<file path="src/tmq_ram.sv">
module tmq_ram #(
	parameter int WIDTH = 64,
	parameter int DEPTH = 32
) (
	input  logic                     clk,
	input  logic                     we,
	input  logic [$clog2(DEPTH)-1:0] waddr,
	input  logic [WIDTH-1:0]         wdata,
	input  logic [$clog2(DEPTH)-1:0] raddr,
	output logic [WIDTH-1:0]         rdata
);

	logic [WIDTH-1:0] mem [DEPTH];

	always_ff @(posedge clk) begin
		if (we) begin
			mem[waddr] <= wdata;
		end
		rdata <= mem[raddr];
	end

endmodule

</file>
<file path="config.mk">
export PLATFORM = sky130hd
export DESIGN_NAME = tmq_ram
export DESIGN_NICKNAME = d
export VERILOG_FILES = /design/src/tmq_ram.sv
export SDC_FILE = /design/constraint.sdc
export NUM_CORES = 2
export LEC_CHECK = 0
export ABC_AREA = 1
export ABC_CLOCK_PERIOD_IN_PS = 4100
export BUFFER_PORTS_ARGS = -buffer_cell sky130_fd_sc_hd__buf_4
export CORE_MARGIN = 1
export CORE_UTILIZATION = 35
export CTS_BUF_LIST = sky130_fd_sc_hd__clkbuf_4 sky130_fd_sc_hd__clkbuf_8
export DETAILED_ROUTE_END_ITERATION = 12
export GPL_ROUTABILITY_DRIVEN = 0
export GPL_TIMING_DRIVEN = 1
export SYNTH_ARGS = -nofsm -noshare
export SYNTH_HDL_FRONTEND = slang
export SYNTH_SLANG_ARGS = --single-unit
</file>
<file path="constraint.sdc">
create_clock -name clk -period 4.1 [get_ports clk]
set_clock_uncertainty 0.1 [all_clocks]
set_input_delay 0.82 -clock clk [delete_from_list [all_inputs] [get_ports clk]]
set_output_delay 0.82 -clock clk [all_outputs]
set_load 0.02 [all_outputs]
</file>
==> metrics <==
Wirelength per Cell=22.68 um; critical path class=reg -> out; DRT Wirelength=235700 um; H-tree Lvls=5; fin. max-slew vios=0; cell breakdown of the critical path=buf_4; DR pass1 iterations=6; Die Height=488.9 um; hold_ws=0.1020 ns; drt drc=0; Cells after Synth=6768; Worst Setup End Kind=primary output; die width=488.9 um; placed cells=9781; Final setup viols=0; Synth Cell Area=82990 sq um; Fmax=367.3 MHz; via count=54250; final instance area=95140 sq um; syn_area_per_cell=12.26 sq um; Pleak=33.74 nW; Netlist cell types=13; largest family of logic cells by synthesized area=simple AND/OR/NAND/NOR gates; RSZ-0062 raised after global routing=no; initial core utilization=0.3525; root buf cell=clkbuf_8; max incr delay on CP=0.55 ns; CTS tree=yes; crit path buf inv count=1; Peak VDD IR=0.3425 mV; DRT iter0 DRCs=6137; final hold violations=0; multiplexer share of the synthesized area=0; Core Footprint=235400 sq um; Final period util=0.6640; share of cells above drive strength 1=0.1216; non-filler instance count after layout=10390; result of the run=finished, final reports clean; largest net degree at the start of global routing=175; Setup WS post-layout=1.378 ns; GRT Total Usage=0.1937; Yosys warning count=0; Post-Synth XOR/XNOR Area=0; ANT nets after route=0; slowest cell on the critical path=dfxtp_1; worst-skew pair later-pin latency=1.03 ns; count of state elements after synthesis=2112; CP required=3.18 ns; Nets=7054; CP arrival=1.80 ns; worst-margin pin slew=0.9995 ns; Std-Cell Rows=178; Worst Path Max Fanout=1; vias in the first global route=51910; initial antenna violation count=18; die area=239100 sq um; first-pass GRT wire length=343900 um; clock sinks=2112; adder-cell area share of the yosys netlist=0; CTS max path bufs=4; crit path launch type=flop; vias per cell=5.222; Syn-to-layout area delta=14.64%; Synth Net Count=6844; Synth Area in Simple Gates=0.2175; sequential fraction of the synthesis area=0.7565; Power Density=471.3 nW/um^2; grt total ovfl=0; Synth Area in Compound Gates=0; Resized cells post-CTS=0; Num CTS Buffers=340; Clk pin slew, worst setup/hold paths=0.06 ns; Area after DPL=88460 sq um; Core Util, Final=0.4041; Worst slew margin=0.3337; IO Pins=140; max_cap viols=0; Worst Hold Class=in -> reg; post-layout minimum cycle time=2.722 ns; pre-CTS setup slack=1.043 ns; dpl hpwl=114600 um; cell family with the largest share of critical-path delay=flip-flops; IO Port Bufs=139
[stage by stage]
stage	TNS (ns)	total power, mW
after floorplan	-545.36	26.09
after global placement	0	27.35
after detailed placement	0	27.39
after CTS	0	45.16
after global routing	0	46.35
final	0	44.84
[layout make-up]
cell class                 instances  area (sq um)
tap                             3150          3941
antenna                            9         22.52
fill                           22030        140300
sequential                      2112         62780
clock inverter                    94         553.0
timing repair buffer             306          3427
multi-input combinational       4208         18290
inverter                          10         78.83
clock buffer                     500          6050
[flip-flops by register name, summed over array words and instances, names as in the netlist]
register	flops
mem	2048
rdata	64
[what timing repair did]
| item | in CTS | in global routing |
|---|---|---|
| hold buffers | 5 | 0 |
| setup buffers | 0 | 0 |
| hold endpoints to repair | 33 | 0 |
[cells by family (layout without fill, tap and decap cells)]
group / Yosys count / count (layout)
DFF: 2112 / 2112
buffers and inverters: 448 / 910
other: 0 / 9
and+or+nand+nor: 4208 / 4208
[power breakdown]
| group | total (mW) | switching, mW | internal (mW) | leakage, nW |
|---|---|---|---|---|
| Sequential | 24.1 | 0.134 | 24.0 | 19.0 |
| Clock | 17.9 | 8.16 | 9.73 | 3.53 |
| Combinational | 2.82 | 2.04 | 0.777 | 11.2 |
[layout by cell type (no fill, tap or decap), drive strengths merged]
cell type,Yosys,routed
nor2,32,32
inv,10,13
bufinv,0,5
clkinvlp,0,5
dlygate4sd3,0,5
dfxtp,64,64
edfxtp,2048,2048
buf,356,300
clkinv,0,81
diode,0,9
nand2,2376,2376
clkbuf,82,501
nand3,1800,1800
[final timing paths]
path,startpoint,end,slack (ns),cells after the start
max,rdata[63],rdata[63],1.38,1
max reg2reg,mem[23][31],rdata[31],2.66,6
min,wdata[62],mem[28][62],0.10,1
min reg2reg,mem[18][24],rdata[24],0.60,6
[cells in the mapped netlist]
| master | count | area (sq um) |
|---|---|---|
| edfxtp_1 | 2048 | 61500 |
| buf_2 | 275 | 1376 |
| nand2_1 | 2376 | 8919 |
| inv_1 | 7 | 26.28 |
| nor2_1 | 32 | 120.1 |
| nand3_1 | 1800 | 9009 |
| inv_4 | 1 | 6.260 |
| buf_6 | 4 | 45.04 |
| dfxtp_1 | 64 | 1281 |
| buf_1 | 49 | 183.9 |
| clkbuf_1 | 82 | 307.8 |
| inv_2 | 2 | 7.510 |
| buf_4 | 28 | 210.2 |
[metal layers]
metal  wire [um]  global-route usage
met5         138                   0
met4        4869             0.05380
met3       23380             0.04819
met2      105500              0.2936
met1      101800              0.2747
Power figures use the tool's default switching activity.
